**src/hdl/mmid_pkg.sv**
```systemverilog
// ----------------------------------------------------------------------------
// mmid_pkg
// Shared types and constants of the mask/match instruction decoder.
// ----------------------------------------------------------------------------
package mmid_pkg;

  localparam int unsigned WordW      = 32;
  localparam int unsigned SlotW      = 7;
  localparam int unsigned MatchIdxW  = 7;
  localparam int unsigned EntryCntW  = 8;
  localparam int unsigned RegW       = 5;
  localparam int unsigned CondW      = 4;

  // request kinds
  localparam logic REQ_DECODE = 1'b0;
  localparam logic REQ_LOAD   = 1'b1;

  // instruction field constants
  localparam logic [WordW-1:0] Simm13Ext = 32'hffffe000;
  localparam logic [WordW-1:0] Disp22Ext = 32'hffc00000;

  typedef struct packed {
    logic             req_type;
    logic [WordW-1:0] instr_word;
    logic [WordW-1:0] src1_value;
    logic [WordW-1:0] src2_value;
    logic [SlotW-1:0] entry_slot;
    logic [WordW-1:0] entry_mask;
    logic [WordW-1:0] entry_pattern;
  } mmid_req_t;

  typedef struct packed {
    logic                 matched;
    logic [MatchIdxW-1:0] match_index;
    logic [RegW-1:0]      dest_reg;
    logic [RegW-1:0]      src1_reg;
    logic [RegW-1:0]      src2_reg;
    logic                 uses_immediate;
    logic [CondW-1:0]     cond_code;
    logic [WordW-1:0]     eff_address;
    logic [WordW-1:0]     branch_disp;
    logic [WordW-1:0]     call_disp;
    logic [WordW-1:0]     entry_hits;
    logic [WordW-1:0]     total_hits;
  } mmid_rsp_t;

  // classified item handed from front to back
  typedef struct packed {
    logic             is_load;
    logic [WordW-1:0] instr_word;
    logic [RegW-1:0]  dest_reg;
    logic [RegW-1:0]  src1_reg;
    logic [RegW-1:0]  src2_reg;
    logic             uses_immediate;
    logic [CondW-1:0] cond_code;
    logic [WordW-1:0] eff_address;
    logic [WordW-1:0] branch_disp;
    logic [WordW-1:0] call_disp;
    logic [SlotW-1:0] entry_slot;
    logic [WordW-1:0] entry_mask;
    logic [WordW-1:0] entry_pattern;
  } mmid_task_t;

endpackage

```
**src/hdl/mmid_queue.sv**
```systemverilog
// ----------------------------------------------------------------------------
// mmid_queue
// Two-entry queue of classified items between front and back.
// ----------------------------------------------------------------------------
module mmid_queue import mmid_pkg::*; (
  input  logic       clk_i,
  input  logic       rst_ni,
  input  logic       push_i,
  input  mmid_task_t task_i,
  input  logic       pop_i,
  output mmid_task_t task_o,
  output logic       empty_o,
  output logic       full_o
);

  mmid_task_t slot_q [2];
  logic       wr_ptr_q, wr_ptr_d;
  logic       rd_ptr_q, rd_ptr_d;
  logic [1:0] count_q, count_d;

  always_comb begin
    wr_ptr_d = wr_ptr_q;
    rd_ptr_d = rd_ptr_q;
    count_d  = count_q;
    if (push_i) begin
      wr_ptr_d = ~wr_ptr_q;
    end
    if (pop_i) begin
      rd_ptr_d = ~rd_ptr_q;
    end
    if (push_i && !pop_i) begin
      count_d = count_q + 2'd1;
    end else if (pop_i && !push_i) begin
      count_d = count_q - 2'd1;
    end
  end

  always_ff @(posedge clk_i or negedge rst_ni) begin
    if (!rst_ni) begin
      wr_ptr_q <= 1'b0;
      rd_ptr_q <= 1'b0;
      count_q  <= 2'd0;
    end else begin
      wr_ptr_q <= wr_ptr_d;
      rd_ptr_q <= rd_ptr_d;
      count_q  <= count_d;
    end
  end

  always_ff @(posedge clk_i) begin
    if (push_i) begin
      slot_q[wr_ptr_q] <= task_i;
    end
  end

  assign task_o  = slot_q[rd_ptr_q];
  assign empty_o = (count_q == 2'd0);
  assign full_o  = (count_q == 2'd2);

endmodule

```
**config.mk**
```make
export PLATFORM = sky130hd
export DESIGN_NAME = mmid_queue
export DESIGN_NICKNAME = d
export VERILOG_FILES = /design/src/hdl/mmid_pkg.sv /design/src/hdl/mmid_queue.sv
export SDC_FILE = /design/constraint.sdc
export NUM_CORES = 1
export LEC_CHECK = 0
export BUFFER_PORTS_ARGS = -buffer_cell sky130_fd_sc_hd__buf_2
export CORE_UTILIZATION = 49
export CTS_BUF_LIST = sky130_fd_sc_hd__clkbuf_4 sky130_fd_sc_hd__clkbuf_8
export DETAILED_ROUTE_END_ITERATION = 7
export GPL_TIMING_DRIVEN = 0
export PLACE_DENSITY = 0.81
export SLEW_MARGIN = 40
export SYNTH_ARGS = -nofsm -noshare
export SYNTH_HDL_FRONTEND = slang
export SYNTH_SLANG_ARGS = --single-unit
```
**constraint.sdc**
```tcl
create_clock -name clk_i -period 11 [get_ports clk_i]
set_input_delay 2.2 -clock clk_i [delete_from_list [all_inputs] [get_ports clk_i]]
set_output_delay 2.2 -clock clk_i [all_outputs]
set_load 0.05 [all_outputs]
```
* Yosys cells after proc, flatten, opt, wreduce, memory -nomap -nowiden
Memories as Yosys holds them, arrays and structs flattened. Index checks and enable logic that the tools add are counted.
Operators by class: add/subtract/negate cells 2, equal/unequal tests 1, mux-type cells 4, bitwise operators 2, reduce and logical (&&, ||, !) cells 6
Operator list (count):
- $mux W2 | 2
- $add A2 B1 Y2 const B | 1
- $eq A2 B2 Y1 const B | 1
- $logic_and A1 B1 Y1 | 2
- $logic_not A1 Y1 | 2
- $logic_not A2 Y1 | 1
- $mux W1 | 2
- $not A1 Y1 | 2
- $reduce_bool A2 Y1 | 1
- $sub A2 B1 Y2 const B | 1
Word-level totals: flip-flop bits (word level) 4, memory bits (writable) 440, input bits 224, output and inout port bits 222, word-level logic and storage cells 19, memories 1
Memory list:
- slot_q | words 2, bits a word 220, rd ports 1, clocked after Yosys merged registers in 0, write ports 1, line mmid_queue.sv:16 | mmid_task_t slot_q [2];

* Depth between registers and ports, before layout
depth after elaboration 4, depth in mapped cells 5, depth with buffers taken out 5

* Least setup slack after synthesis
No wires, ideal clock.
path kind input port to flip-flop, start point in push_i, end point mem slot_q[0][0] in the netlist's numbering, enable pin, setup time 0.831 ns, arrival time 11.678 ns, required time 10.169 ns, path slack -1.508 ns, cell stages on the path 1, path buffers 0, cell sequence nor2b_1
On the way: word-level cells in the longest chain between the ends 2
RTL lines:
- start: declaration | line mmid_queue.sv:8 | input logic push_i,
- $mux W1 | line mmid_queue.sv:51 | if (push_i) begin
- $mux W1 (not written as such) | line mmid_queue.sv:52 | slot_q[wr_ptr_q] <= task_i;
- end: declaration | line mmid_queue.sv:16
No other way between the ends.

==> summary.md <==
| Metric | Value |
|---|---|
| Core Box Area | `0.0338 sq mm` |
| Worst path required time | `around 8.8 ns` |
| IO Port Bufs | `445` |
| Final Max Tran Viols | `0` |
| Die width | `approximately 190 um` |
| Top cells by area, synth | `edfxtp_1 (78%), mux2_4 (17%), mux2_2 (2.0%)` |
| Worst Setup Start Kind | `flip-flop` |
| GP Congestion | `0.811` |
| Clock network power share | `21.5%` |
| Total wire length | `~35,000 um` |
| Min-Delay Path Class | `flip-flop to flip-flop` |
| Syn. warnings | `0` |
| Initial antenna violation count | `8` |
| Switching share of power | `39.6%` |
| Crit. End Element | `primary output` |
| Layout cells sized above 1 | `about 64%` |
| Logic gate share of total power | `44.3%` |
| Clk slew on worst S/H paths | `0.06 ns` |
| Cells after DPL | `roughly 1,600` |
| CTS buffer count | `73` |
| Drt first-iter violations | `approximately 380` |
| H-tree levels | `3` |
| # fillers | `about 2,300` |
| Clock Sinks | `between 400 and 500` |
| Fin crit share | `38.8%` |
| Slew @ Worst Pin | `between 0.5 and 0.6 ns` |
| Layout Nets | `roughly 1,500` |
| Max_slew headroom | `66.6%` |
| Clock skew | `0.0217 ns` |
| Synth Area in XOR/XNOR | `0.258%` |
| Ports | `446` |
| First-pass GRT wire length | `51,600 um` |
| Fin Setup TNS | `0 ns` |
| Die Y-Extent | `between 150 and 200 um` |
| Setup-failing EPs final | `0` |
| Portion of netlist area occupied by mux cells | `18.8%` |
| Met3 Use GR | `8.48%` |
| Adder-Cell Fraction of Synth Area | `0.0738%` |
| Met1 Usage GRT | `about a fifth` |
| Remaining DRCs | `0` |
| P_sw | `0.00268 W` |
| Area growth syn-to-layout | `27.8%` |
| Global route overflow | `0` |
| Largest net degree at the start of global routing | `between 40 and 50` |
| DRT Pass-1 Iters | `4` |
| Row Count | `67` |
| Post_cts resized | `0` |
| Synth area leader | `edfxtp_1` |
| Reg2reg setup slack | `about 8.7 ns` |
| Synth Area in Compound Gates | `0%` |
| Seq/Total Area, Yosys | `around four fifths` |
| Area share of the largest cell type after synthesis | `between 70% and 80%` |
| RSZ-0062 raised after global routing | `false` |
| DP HPWL | `24,700 um` |
| Simple-Gate Fraction of Synth Area | `0.155%` |
| Die ar. | `0.0353 sq mm` |
| Number of global-route vias before repair | `9,228` |
| Min Tclk post-route | `4.26 ns` |
| Antenna Violating Nets Remaining | `0` |
| Final Hold Vio Count | `0` |
| Max VDD drop | `0.279 mV` |
| Yosys reg bits | `about 440` |
| Vias | `8,499` |
| Initial Util | `50.2%` |
| Synth Cell Area | `around 0.017 sq mm` |
| CP arrival | `2.06 ns` |
| Internal Power | `0.00409 W` |
| Non-filler cells, final | `1,745` |
| Critical Path Fanout Max | `10` |
| Mapped Cells | `701` |
| Root Driver | `clkbuf_8` |
| Clock buffer depth | `3` |
| Status | `finished clean` |
| Synth Net Count | `926` |
| Avg WL per Cell | `between 15 and 20 um` |
| Leak | `8.81 nW` |
| Seq pwr share | `around 34%` |
| TritonCTS clock tree | `built` |
| Busiest grt layer | `met2` |
| # Post-CTS Setup Buffers | `0` |
| Fmax | `235 MHz` |
| Max-Cap Viols | `0` |
| WS Path Type | `flip-flop to primary output` |
| Area of the multi-input gates | `~0.0033 sq mm` |
| Largest family of logic cells by synthesized area | `multiplexers` |
| Avg Inst Size Synth | `between 20 and 25 sq um` |
| GRT Util Overall | `a little under 20%` |
| Pwr dens | `~310 mW/mm^2` |
| Hold_buf cts | `0` |
| FF/Latch Area | `0.0133 sq mm` |
| DR vias/cell | `about 5` |
| Clk_lat worst skew | `0.60 ns` |
| Library cells used by synthesis | `14` |
| Tot Pwr | `~0.0068 W` |
| GR Util met2 | `between 30% and 40%` |
## power groups by stage
stage | Sequential (W) | Clock (W) | Combinational [W]
floorplan | 0.00241 | 0 | 0.00235
global placement | 0.00246 | 0 | 0.00289
detailed placement | 0.00235 | 0 | 0.00302
CTS | 0.00232 | 0.00150 | 0.00303
global route | 0.00234 | 0.00156 | 0.00311
finish | 0.00232 | 0.00145 | 0.00300
## synthesized netlist by cell type
master	number
and2_1	1
buf_12	11
buf_2	3
buf_6	11
dfrtp_1	4
edfxtp_1	440
ha_1	1
inv_1	1
mux2_2	30
mux2_4	190
nor2_1	2
nor2b_1	2
xnor2_1	1
xor2_1	4
## flip-flops by register name, indices dropped and copies added (netlist names)
signal    flops
rd_ptr_q      1
wr_ptr_q      1
count_q       2
slot_q      440
## logic make-up after synthesis
kind of cell,after synthesis
multiplexers,220
adder cells (fa/ha/maj),1
XOR/XNOR,5
AND/OR/NAND/NOR,5
buffers and inverters,26
flip-flops,444
## area by class of cell
type	instances	share of cell area (%)
antenna	3	0.0346
clock buffer	100	5.69
sequential	444	61.4
timing repair buffer	464	12.2
clock inverter	29	1.20
tap	448	2.59
multi-input combinational	231	15.2
buffer	25	1.66
inverter	1	0.0173
## path summary, 6_finish.rpt
check,from,end,depth (start not counted)
worst min register to register,count_q[1],count_q[1],1
max in group asynchronous,rst_ni,count_q[0],1
worst max register to register,wr_ptr_q,slot_q[0][37],8
worst max-delay path,rd_ptr_q,task_o[153],5
min in group asynchronous,rst_ni,count_q[1],1
worst min-delay path,count_q[1],count_q[1],1
## per-stage QoR
| step | util (%) | area (sq um) | setup WS (ns) | hold WS (ns) |
|---|---|---|---|---|
| floorplan | - | 17000 | 2.63 | 0.456 |
| global placement | 58.4 | 19700 | -0.528 | 0.474 |
| detailed placement | 59.7 | 20200 | 6.78 | 0.516 |
| CTS | 64.1 | 21700 | 6.61 | 0.529 |
| global route | 64.1 | 21700 | 6.62 | 0.569 |
| finish | 64.1 | 21700 | 6.74 | 0.537 |
## placed cells by master (no fill, tap or decap)
master      synthesis  layout
clkinv_1            0      13
clkinvlp_4          0       2
diode_2             0       3
clkbuf_8            0      77
clkinv_2            0       9
clkbuf_4            0      23
xnor2_1             1       1
buf_16              0       9
xor2_1              4       4
buf_8               0       5
mux2_4            190     190
bufinv_16           0       5
and2_4              0       1
mux2_2             30      30
buf_12             11      16
ha_1                1       1
buf_6              11      11
dfrtp_1             4       4
buf_2               3     448
nor2b_1             2       1
edfxtp_1          440     440
nor2_1              2       2
inv_1               1       1
nor2b_4             0       1
## critical path, cell delays in order (launching register included)
cell and delay (ns):
dfrtp_1 0.36, buf_6 0.14, buf_6 0.19, buf_6 0.21, mux2_4 0.33, buf_2 0.22
## routing by layer
layer / vias up / part of all wire [%]
met4: 8 / 2.6
met2: 392 / 52
met5: - / 0.13
li1: 3906 / -
met1: 4125 / 35
met3: 68 / 10
Note: power is estimated with default switching activity, not from simulation.
