<file path="config.mk">
export PLATFORM = sky130hd
export DESIGN_NAME = mmid_front
export DESIGN_NICKNAME = d
export VERILOG_FILES = /design/src/hdl/mmid_pkg.sv /design/src/hdl/mmid_front.sv
export SDC_FILE = /design/constraint.sdc
export NUM_CORES = 1
export LEC_CHECK = 0
export ABC_CLOCK_PERIOD_IN_PS = 4450
export CAP_MARGIN = 20
export CELL_PAD_IN_SITES_DETAIL_PLACEMENT = 1
export CELL_PAD_IN_SITES_GLOBAL_PLACEMENT = 1
export CORE_AREA = 4 4 149 151
export DETAILED_ROUTE_END_ITERATION = 7
export DIE_AREA = 0 0 153 155
export DONT_BUFFER_PORTS = 1
export MAX_ROUTING_LAYER = met4
export PLACE_DENSITY = 0.5
export SKIP_LAST_GASP = 1
export SYNTH_ARGS = -nofsm -noshare
export SYNTH_HDL_FRONTEND = slang
export SYNTH_SLANG_ARGS = --single-unit
</file>
<file path="constraint.sdc">
create_clock -name vclk -period 4.45
set_input_delay 0.89 -clock vclk [all_inputs]
set_output_delay 0.89 -clock vclk [all_outputs]
set_load 0.1 [all_outputs]
</file>
<file path="src/hdl/mmid_pkg.sv">
// ----------------------------------------------------------------------------
// mmid_pkg
// Shared types and constants of the mask/match instruction decoder.
// ----------------------------------------------------------------------------
package mmid_pkg;

  localparam int unsigned WordW      = 32;
  localparam int unsigned SlotW      = 7;
  localparam int unsigned MatchIdxW  = 7;
  localparam int unsigned EntryCntW  = 8;
  localparam int unsigned RegW       = 5;
  localparam int unsigned CondW      = 4;

  // request kinds
  localparam logic REQ_DECODE = 1'b0;
  localparam logic REQ_LOAD   = 1'b1;

  // instruction field constants
  localparam logic [WordW-1:0] Simm13Ext = 32'hffffe000;
  localparam logic [WordW-1:0] Disp22Ext = 32'hffc00000;

  typedef struct packed {
    logic             req_type;
    logic [WordW-1:0] instr_word;
    logic [WordW-1:0] src1_value;
    logic [WordW-1:0] src2_value;
    logic [SlotW-1:0] entry_slot;
    logic [WordW-1:0] entry_mask;
    logic [WordW-1:0] entry_pattern;
  } mmid_req_t;

  typedef struct packed {
    logic                 matched;
    logic [MatchIdxW-1:0] match_index;
    logic [RegW-1:0]      dest_reg;
    logic [RegW-1:0]      src1_reg;
    logic [RegW-1:0]      src2_reg;
    logic                 uses_immediate;
    logic [CondW-1:0]     cond_code;
    logic [WordW-1:0]     eff_address;
    logic [WordW-1:0]     branch_disp;
    logic [WordW-1:0]     call_disp;
    logic [WordW-1:0]     entry_hits;
    logic [WordW-1:0]     total_hits;
  } mmid_rsp_t;

  // classified item handed from front to back
  typedef struct packed {
    logic             is_load;
    logic [WordW-1:0] instr_word;
    logic [RegW-1:0]  dest_reg;
    logic [RegW-1:0]  src1_reg;
    logic [RegW-1:0]  src2_reg;
    logic             uses_immediate;
    logic [CondW-1:0] cond_code;
    logic [WordW-1:0] eff_address;
    logic [WordW-1:0] branch_disp;
    logic [WordW-1:0] call_disp;
    logic [SlotW-1:0] entry_slot;
    logic [WordW-1:0] entry_mask;
    logic [WordW-1:0] entry_pattern;
  } mmid_task_t;

endpackage

</file>
<file path="src/hdl/mmid_front.sv">
// ----------------------------------------------------------------------------
// mmid_front
// Classifies an accepted request and splits an instruction into its fields.
// ----------------------------------------------------------------------------
module mmid_front import mmid_pkg::*; (
  input  mmid_req_t  req_i,
  output mmid_task_t task_o
);

  logic [WordW-1:0] second;
  logic [WordW-1:0] s13;
  logic [WordW-1:0] d22;
  logic [WordW-1:0] d30;

  always_comb begin
    s13 = {19'b0, req_i.instr_word[12:0]};
    d22 = {10'b0, req_i.instr_word[21:0]};
    d30 = {2'b0, req_i.instr_word[29:0]};

    if (req_i.instr_word[13]) begin
      second = req_i.instr_word[12] ? (s13 | Simm13Ext) : s13;
    end else begin
      second = req_i.src2_value;
    end

    task_o.is_load        = (req_i.req_type == REQ_LOAD);
    task_o.instr_word     = req_i.instr_word;
    task_o.dest_reg       = req_i.instr_word[29:25];
    task_o.src1_reg       = req_i.instr_word[18:14];
    task_o.src2_reg       = req_i.instr_word[4:0];
    task_o.uses_immediate = req_i.instr_word[13];
    task_o.cond_code      = req_i.instr_word[28:25];
    task_o.eff_address    = req_i.src1_value + second;
    task_o.branch_disp    = req_i.instr_word[21] ? (d22 | Disp22Ext) : d22;
    task_o.call_disp      = {d30[29:0], 2'b00};
    task_o.entry_slot     = req_i.entry_slot;
    task_o.entry_mask     = req_i.entry_mask;
    task_o.entry_pattern  = req_i.entry_pattern;
  end

endmodule

</file>
* After elaboration in Yosys (flattened, before gate mapping)
Cells that the tools add are included.
Storage, ports and cells: flip-flop bits (word level) 0, output and inout bits 220, word-level logic and storage cells 4
Cells by class: add/subtract/negate cells 1, multiplexer cells 3
Operators by type and width (number):
- $mux W32 | 3
- $add A32 B32 Y32 | 1

* Depth between registers and ports, before layout
Gate-level depths: netlist of run 1.
depth after elaboration 3, gate-level depth with buffers 15, depth with buffers taken out 12

* Worst setup path after synthesis of run 1
OpenSTA, ideal clock, no wires.
kind input to output, from input port req_i[148] in the netlist's numbering, to output port task_o[161] in the netlist's numbering, arrival 5.224 ns, data required time 3.560 ns, slack -1.664 ns, stages on the path 13, buffers on the path 1, cell sequence clkbuf_1 -> mux2_2 -> ha_1 -> fa_1 -> a21oi_2 -> o211ai_4 -> a2111oi_4 -> o31ai_4 -> a211oi_2 -> o21ai_2 -> a31oi_4 -> o21ai_1 -> xnor2_1
RTL lines:
- start, declared | line mmid_front.sv:6 | input mmid_req_t req_i,
- end, declared | line mmid_front.sv:7 | output mmid_task_t task_o

==> metrics.md, run 1 <==
| Metric | Value |
|---|---|
| Yosys cell types | 48 |
| FF/Latch Area | 0 µm² |
| Fillers | 2,482 |
| Final setup viols | 6 |
| Routability Congestion | 0.7913 |
| Antenna Cells | 0 |
| Most common cell in the synthesized netlist | buf_4 |
| FMAX | 0.2151 GHz |
| Post-route ant nets | 0 |
| Non-Filler Cell Area, Final | 3950 µm² |
| Vias in the first global route | 2,940 |
| Clock buffer count | 0 |
| Rows | 53 |
| HP Class | primary input to primary output |
| Worst Setup End Kind | primary output |
| Crit path DAT | 3.76 ns |
| Die height | 155 µm |
| Core Box Area | 20,820 µm² |
| Iter 0 DRT Violations | 33 |
| First-pass GRT wire length | 18.23 mm |
| Worst Max-Slew Pin Slew | 0.5353 ns |
| Via density | 3.979 |
| Placed inst area | 3721 µm² |
| Violated checks | setup timing |
| Top Ports | 388 |
| Final WL | 12.50 mm |
| Pwr per Cell Area | 374.8 nW/µm² |
| Num sequential | 0 |
| Area Overhead vs Synth | 15.51% |
| Min Tclk post-route | 4.649 ns |
| Worst relative slew slack | 64.40% |
| Hold Crit Depth | 0 |
| Total power | 1.480 mW |
| Most common library cells after synthesis | buf_4 (188), ha_1 (31), inv_1 (29), a21oi_1 (28), o21ai_0 (27) |
| Critical Path, Cell by Cell | mux2_4 -> ha_4 -> fa_2 -> a21oi_4 -> o211ai_4 -> a2111oi_4 -> o31ai_4 -> a211oi_2 -> o21ai_2 -> a31oi_4 -> o41ai_4 -> xor2_4 -> buf_12 |
| Met2 GRT Util | 20.57% |
| CP max stage cell | fa_2 |
| Mapped Area | 3420 µm² |
| Post-synthesis sequential area ratio | 0% |
| Share of the synthesized area in the top cell type | 41.27% |
| YS warnings | 0 |
| Post-DP HPWL | 11.17 mm |
| Cell taking the most area after synthesis | buf_4 |
| M1 GR Usage | 8.228% |
| Initial core utilization | 16.42% |
| Top cells by area, synth | buf_4 (41%), ha_1 (11%), a21oi_1 (4.1%) |
| Period utilization | 104.5% |
| Horiz. Die Dim | 153 µm |
| Largest net degree at the start of global routing | 38 |
| Detailed-route via count | 2,594 |
| Maximum capacitance violations | 0 |
| All-Layer GR Usage | 10.08% |
| LEAKAGE | 1.748 nW |
| Initial antenna violation count | 0 |
| CP Max Fanout | 37 |
| Max VDD drop | 0.09801 mV |
| RSZ-0062 raised after global routing | true |
| Layout cells sized above 1 | 49.07% |
| WP data required | 3.56 ns |
| Remaining Overflow, GRT | 0 |
| Slowest stage delay, CP | 0.41 ns |
| Outcome | finished with violations |
| Post-DR wirelength/cell | 19.17 µm |
| Setup ws final | -0.1993 ns |
| TritonRoute pass-1 iters | 4 |
| Crit start category | primary input |
| CP Class | primary input to primary output |
| Die footprint | 23,720 µm² |
| Max Slew Vio Count | 0 |
| Nets | 579 |
| Final Hold Viols | 0 |
| Met3 usage | 4.451% |
| GR peak layer | met2 |
| Syn Area/Cell | 7.229 µm² |
| Drt drc | 0 |
| Port-buffer cells | 0 |
| Syn Inst Count | 473 |
## kinds of logic (layout without fill, tap and decap cells)
kind of cell / Yosys count / after routing / share of synthesized area [%]
compound gates: 113 / 113 / 23.27
xor+xnor: 27 / 27 / 6.916
fa+ha+maj: 32 / 32 / 11.93
buf+inv: 229 / 132 / 45.77
mux: 12 / 12 / 3.952
other cells: 1 / 2 / 0.1097
simple gates: 59 / 59 / 8.050
## worst max-delay path, delay by kind of cell
family / cells / cell delay [ns]
adder cells (fa/ha/maj): 2 / 0.58
multiplexers: 1 / 0.30
XOR/XNOR: 1 / 0.21
buffers and inverters: 1 / 0.19
AO/OA/AOI/OAI: 8 / 1.57
## stage by stage
step	setup slack (ns)	util (%)	setup TNS, ns	std cells	hold WS (ns)
floorplan	-0.5329	-	-2.975	474	1.992
global placement	-0.2352	17.87	-1.123	641	1.781
detailed placement	-0.3199	17.87	-1.548	641	1.781
CTS	-0.1737	18.40	-0.5994	646	1.781
global route	-0.2867	18.97	-1.652	652	1.780
finish	-0.1993	18.97	-0.6061	652	1.780
## timing repair
item / 4_1_cts / 5_1_grt
pin swaps: 12 / 19
cloned: 0 / 0
hold buffers: 0 / 0
gates resized for setup: 13 / 15
endpoints found under the setup margin: 10 / 13
setup buffers: 5 / 6
## path summary, 6_finish.rpt
check | start | to
max | req_i[148] | task_o[165]
min | req_i[15] | task_o[15]
## routing by layer
| metal | vias to the layer above | part of all wire [%] |
|---|---|---|
| met4 | 0 | 2.3 |
| met1 | 1179 | 29 |
| met5 | - | 0 |
| li1 | 1205 | - |
| met3 | 34 | 12 |
| met2 | 176 | 57 |
## cells in the final DEF, fill, tap and decap left out, drive strengths merged, types with 2 or more instances in the layout
cell       n
nand3      5
ha        31
nor3       4
nand2b     4
xnor2     14
a211oi     5
o21a       2
xor2      13
buf      103
or2        2
o21ai     32
o21bai     7
inv       29
a211o      2
a21oi     30
o211ai     2
o2111ai    3
o31a       2
nor2b      3
o31ai      4
nand4      2
nor2      16
and3       3
nand2     18
a31oi      4
mux2      12
a221oi     2
a21o      13
conb       2
## layout make-up
| class | count | area [µm²] | share of cell area, % |
|---|---|---|---|
| Multi-Input combinational cell | 245 | 2466 | 62.43 |
| Timing Repair Buffer | 103 | 1031 | 26.10 |
| Inverter | 29 | 108.9 | 2.756 |
| Tap cell | 275 | 344.1 | 8.711 |
## power breakdown
part / total [mW] / switching, mW / internal (mW) / leakage [nW]
Sequential: 0 / 0 / 0 / 0
Combinational: 1.48 / 0.946 / 0.534 / 1.75
Clock: 0 / 0 / 0 / 0
No activity file was read; power rests on OpenSTA's default activity.
==> run 2: changes to the inputs <==
--- a/config.mk
+++ b/config.mk
@@ -14,7 +14,7 @@
 export DIE_AREA = 0 0 153 155
 export DONT_BUFFER_PORTS = 1
 export MAX_ROUTING_LAYER = met4
-export PLACE_DENSITY = 0.5
+export PLACE_DENSITY = 0.52
 export SKIP_LAST_GASP = 1
 export SYNTH_ARGS = -nofsm -noshare
 export SYNTH_HDL_FRONTEND = slang
==> constraint.sdc (replaced) <==
create_clock -name vclk -period 4.45
set_input_delay 0.89 -clock vclk [all_inputs]
set_output_delay 0.89 -clock vclk [all_outputs]
set_load 0.005 [all_outputs]
==> metrics.md, run 2 (same netlist as run 1, synthesis figures left out) <==
| Metric | Value |
|---|---|
| Outcome | finished, final reports clean |
| All-Layer GR Usage | 7.689% (-2.4 points) |
| Horiz. Die Dim | 153 µm (unchanged) |
| Post-CTS Hold Fix Bufs | 0 (unchanged) |
| Antenna Cells | 0 (unchanged) |
| Worst Setup End Kind | primary output |
| Crit start category | primary input |
| Placed inst area | 2499 µm² (-33%) |
| Pwr per Cell Area | 175.6 nW/µm² (-53%) |
| Vias in the first global route | 2,485 (-15%) |
| Rows | 53 (unchanged) |
| Core Box Area | 20,820 µm² (unchanged) |
| Initial antenna violation count | 1 (+1) |
| Detailed-route via count | 2,320 (-11%) |
| Iter 0 DRT Violations | 67 (+100%) |
| FF/Latch Area | 0 µm² (unchanged) |
| Period utilization | 99.47% (-5.0 points) |
| Top sig layer | met4 |
| Drt drc | 0 (unchanged) |
| Die footprint | 23,720 µm² (unchanged) |
| Top Ports | 388 (unchanged) |
| Commonest non-fill, non-tap cells in the layout | inv_1 (29), ha_1 (29), o21ai_0 (27), a21oi_1 (27), buf_4 (26) |
| Nets | 504 (-13%) |
| Final WL | 9.908 mm (-21%) |
| Routed met2 length | 5.000 mm (-29%) |
| Setup ws final | 0.02361 ns (+0.2229 ns) |
| LEAKAGE | 1.162 nW (-34%) |
| CP Class | primary input to primary output |
| Post-route ant nets | 0 (unchanged) |
| Max VDD drop | 0.02402 mV (-75%) |
| Crit path DAT | 3.54 ns (-0.22 ns) |
| Die height | 155 µm (unchanged) |
| Min Tclk post-route | 4.426 ns (-0.2229 ns) |
| Maximum capacitance violations | 0 (unchanged) |
| Max Slew Vio Count | 0 (unchanged) |
| M1 WL | 3.205 mm (-11%) |
| Setup TNS Final | 0 ns (+0.6061 ns) |
| Largest net degree at the start of global routing | 38 (unchanged) |
| Pre-CTS worst setup slack | -0.07046 ns (+0.2494 ns) |
| Remaining Overflow, GRT | 0 (unchanged) |
| Layout cells sized above 1 | 20.86% (-28 points) |
| CP Max Fanout | 37 (unchanged) |
| Via density | 4.021 (+1.1%) |
| Routability Congestion | 0.8803 (+11%) |
| Metal3 WL | 1.423 mm (-5.1%) |
| Total power | 0.4628 mW (-69%) |
| HP Class | primary input to primary output |
| WP data required | 3.56 ns (about the same) |
| Non-Filler Cell Area, Final | 2636 µm² (-33%) |
| TritonRoute pass-1 iters | 4 (unchanged) |
| Port-buffer cells | 0 (unchanged) |
| Final setup viols | 0 (-6) |
| Initial core utilization | 16.42% (unchanged) |
| Post-DR wirelength/cell | 17.17 µm (-10%) |
| FMAX | 0.2259 GHz (+5.0%) |
| Layout Cells excl Fill | 577 (-12%) |
| Clock buffer count | 0 (unchanged) |
| First-pass GRT wire length | 14.47 mm (-21%) |
| Area Overhead vs Synth | -22.91% |
| Final Hold Viols | 0 (unchanged) |
| DP Cell Count | 572 (-11%) |
| Post-DP HPWL | 8.680 mm (-22%) |
| Num sequential | 0 (unchanged) |
| RSZ-0062 raised after global routing | true |
-- run 2: cell count changes in the layout (fill, tap and decap cells not counted), sizes merged --
cell,delta
buf,-75
-- run 2: worst paths after layout --
path	startpoint	slack (ns)	depth (start not counted)	end
max	req_i[148]	0.02	13	task_o[161]
min	req_i[10]	1.78	0	task_o[10]
-- run 2: metrics by stage --
stage	util (%)	hold WS (ns)
3_3_place_gp	12.00	1.780
6_report	12.66	1.780
2_1_floorplan	-	1.861
5_1_grt	12.66	1.780
3_5_place_dp	12.00	1.780
4_1_cts	12.08	1.780
-- run 2: layout make-up --
class	instances	area [µm²]
fillers	2542	18190
multi-input cells	245	1957
well taps	275	344.1
repair buffers	28	226.5
inverters	29	108.9
-- run 2: repair_timing --
action,4_1_cts,5_1_grt
setup endpoints to repair,5,7
gates resized for setup,4,14
pin swaps,4,6
buffers inserted,0,6
-- run 2: critical path: stages --
cell and delay (ns):
mux2_4 0.30, ha_4 0.17, fa_2 0.37, a21oi_4 0.17, o211ai_4 0.10, a2111oi_4 0.36
o31ai_4 0.14, a211oi_2 0.26, o21ai_2 0.11, a31oi_4 0.26, o21ai_1 0.13, xnor2_1 0.15
buf_4 0.13
-- run 2: report_power, final --
group	total [mW]	leakage, nW	switching (mW)	internal (mW)
clock	0	0	0	0
sequential	0	0	0	0
combinational	0.463	1.16	0.262	0.201
-- run 2: routing by layer --
metal  GRT usage (%)  up-vias
li1                -     1064
met1           6.926     1048
met2           14.10      160
met3           4.312       48
met4           1.867        0
met5               -        -
==> run 3: changes to the inputs <==
--- a/config.mk
+++ b/config.mk
@@ -5,7 +5,7 @@
 export SDC_FILE = /design/constraint.sdc
 export NUM_CORES = 1
 export LEC_CHECK = 0
-export ABC_CLOCK_PERIOD_IN_PS = 4450
+export ABC_CLOCK_PERIOD_IN_PS = 3750
 export CAP_MARGIN = 20
 export CELL_PAD_IN_SITES_DETAIL_PLACEMENT = 1
 export CELL_PAD_IN_SITES_GLOBAL_PLACEMENT = 1
==> constraint.sdc (replaced) <==
create_clock -name vclk -period 3.75
set_input_delay 0.75 -clock vclk [all_inputs]
set_output_delay 0.75 -clock vclk [all_outputs]
set_load 0.005 [all_outputs]
==> metrics.md, run 3 (same netlist as run 1, synthesis figures left out) <==
| Metric | Value |
|---|---|
| RSZ-0062 raised after global routing | true |
| Port-buffer cells | 0 (unchanged) |
| Die footprint | 23,720 µm² (unchanged) |
| Nets | 560 (+11%) |
| FMAX | 0.2429 GHz |
| Layout cells sized above 1 | 40.78% (+20 points) |
| All-Layer GR Usage | 8.482% (+0.79 points) |
| Remaining Overflow, GRT | 0 (unchanged) |
| Period utilization | 109.8% |
| Area Overhead vs Synth | -3.696% |
| Commonest non-fill, non-tap cells in the layout | buf_4 (76), inv_1 (29), o21ai_0 (27), ha_1 (26), a21oi_1 (23) |
| HP Class | primary input to primary output |
| Num sequential | 0 (unchanged) |
| Routability Congestion | 0.8108 (-7.9%) |
| Fillers | 2,529 (-0.51%) |
| Non-Filler Cell Area, Final | 3293 µm² (+25%) |
| Setup ws final | -0.3667 ns (-0.3903 ns) |
| Final Hold Viols | 0 (unchanged) |
| WP data required | 3.00 ns (-0.56 ns) |
| Final Util | 15.82% (+3.2 points) |
| Largest net degree at the start of global routing | 38 (unchanged) |
| Post-route ant nets | 0 (unchanged) |
| Clock buffer count | 0 (unchanged) |
| Violated checks | setup timing |
| Initial antenna violation count | 1 (unchanged) |
| Top Ports | 388 (unchanged) |
| Worst Setup End Kind | primary output |
| Worst relative slew slack | 66.13% |
| Worst Max-Slew Pin Slew | 0.5047 ns |
| Min Tclk post-route | 4.117 ns |
| Maximum capacitance violations | 0 (unchanged) |
| Post-DP HPWL | 9.389 mm (+8.2%) |
| Placed inst area | 2902 µm² (+16%) |
| Final setup viols | 14 (+14) |
| Die height | 155 µm (unchanged) |
| Rows | 53 (unchanged) |
| Detailed-route via count | 2,586 (+11%) |
| Via density | 4.079 (+1.4%) |
| Total power | 0.7055 mW (+52%) |
| Iter 0 DRT Violations | 64 (-4.5%) |
| Commonest non-fill, non-tap cell in the layout | buf_4 |
| TritonRoute pass-1 iters | 4 (unchanged) |
| Pwr per Cell Area | 214.2 nW/µm² (+22%) |
| Crit start category | primary input |
| LEAKAGE | 1.459 nW (+26%) |
| Vias in the first global route | 2,725 (+9.7%) |
| CP Max Fanout | 37 (unchanged) |
| Final WL | 10.86 mm (+9.6%) |
| Post-DR wirelength/cell | 17.13 µm (-0.25%) |
| Initial core utilization | 16.42% (unchanged) |
| Max VDD drop | 0.04215 mV (+76%) |
| Horiz. Die Dim | 153 µm (unchanged) |
| Max Slew Vio Count | 0 (unchanged) |
| Drt drc | 0 (unchanged) |
| First-pass GRT wire length | 15.92 mm (+10%) |
| Crit path DAT | 3.37 ns (-0.17 ns) |
| Core Box Area | 20,820 µm² (unchanged) |
| FF/Latch Area | 0 µm² (unchanged) |
| Outcome | finished with violations |
| CP Class | primary input to primary output |
[run 3: final timing paths]
| kind | startpoint | end | slack [ns] | cells after the start |
|---|---|---|---|---|
| setup / recovery | req_i[148] | task_o[156] | -0.37 | 14 |
| hold / removal | req_i[10] | task_o[10] | 1.50 | 0 |
[run 3: what timing repair did]
item	4_1_cts	5_1_grt
setup buffers	7	8
pin swaps	24	22
hold buffers	0	0
gates resized for setup	34	20
endpoints found under the setup margin	16	17
[run 3: cell type report]
type               count  area, µm²  share of cell area [%]
inverters             29      108.9                   3.305
well taps            275      344.1                   10.45
multi-input cells    245       2168                   65.84
diodes                 1      2.502                 0.07599
repair buffers        84      669.4                   20.33
[run 3: report_power, final]
part,switching [mW],internal (mW)
Clock,0,0.0000000357
Combinational,0.358,0.347
Sequential,0,0
Total,0.358,0.347
[run 3: worst max-delay path: stages]
cell       delay (ns)
mux2_4           0.29
ha_4             0.17
buf_4            0.13
buf_6            0.11
a211oi_4         0.22
o31ai_2          0.10
o2111a_2         0.31
buf_6            0.13
o21bai_4         0.13
a21oi_2          0.08
o31a_1           0.32
o21a_1           0.23
o2111ai_2        0.22
o2111ai_2        0.16
[run 3: metal layers]
metal	GRT usage [%]	vias up	part of all wire, %
li1	-	1177	-
met1	8.690	1207	35
met2	15.13	167	50
met3	4.145	35	13
met4	1.188	0	1.4
met5	-	-	0
[run 3: stage by stage]
stage               hold slack (ns)  std cells  setup TNS, ns  setup slack [ns]
detailed placement            1.500        622         -4.548           -0.4860
global route                  1.500        634         -5.347           -0.5178
CTS                           1.500        627         -3.155           -0.4102
global placement              1.500        622         -3.193           -0.3610
finish                        1.500        634         -3.450           -0.3667
floorplan                     1.581        474         -1.602           -0.3148
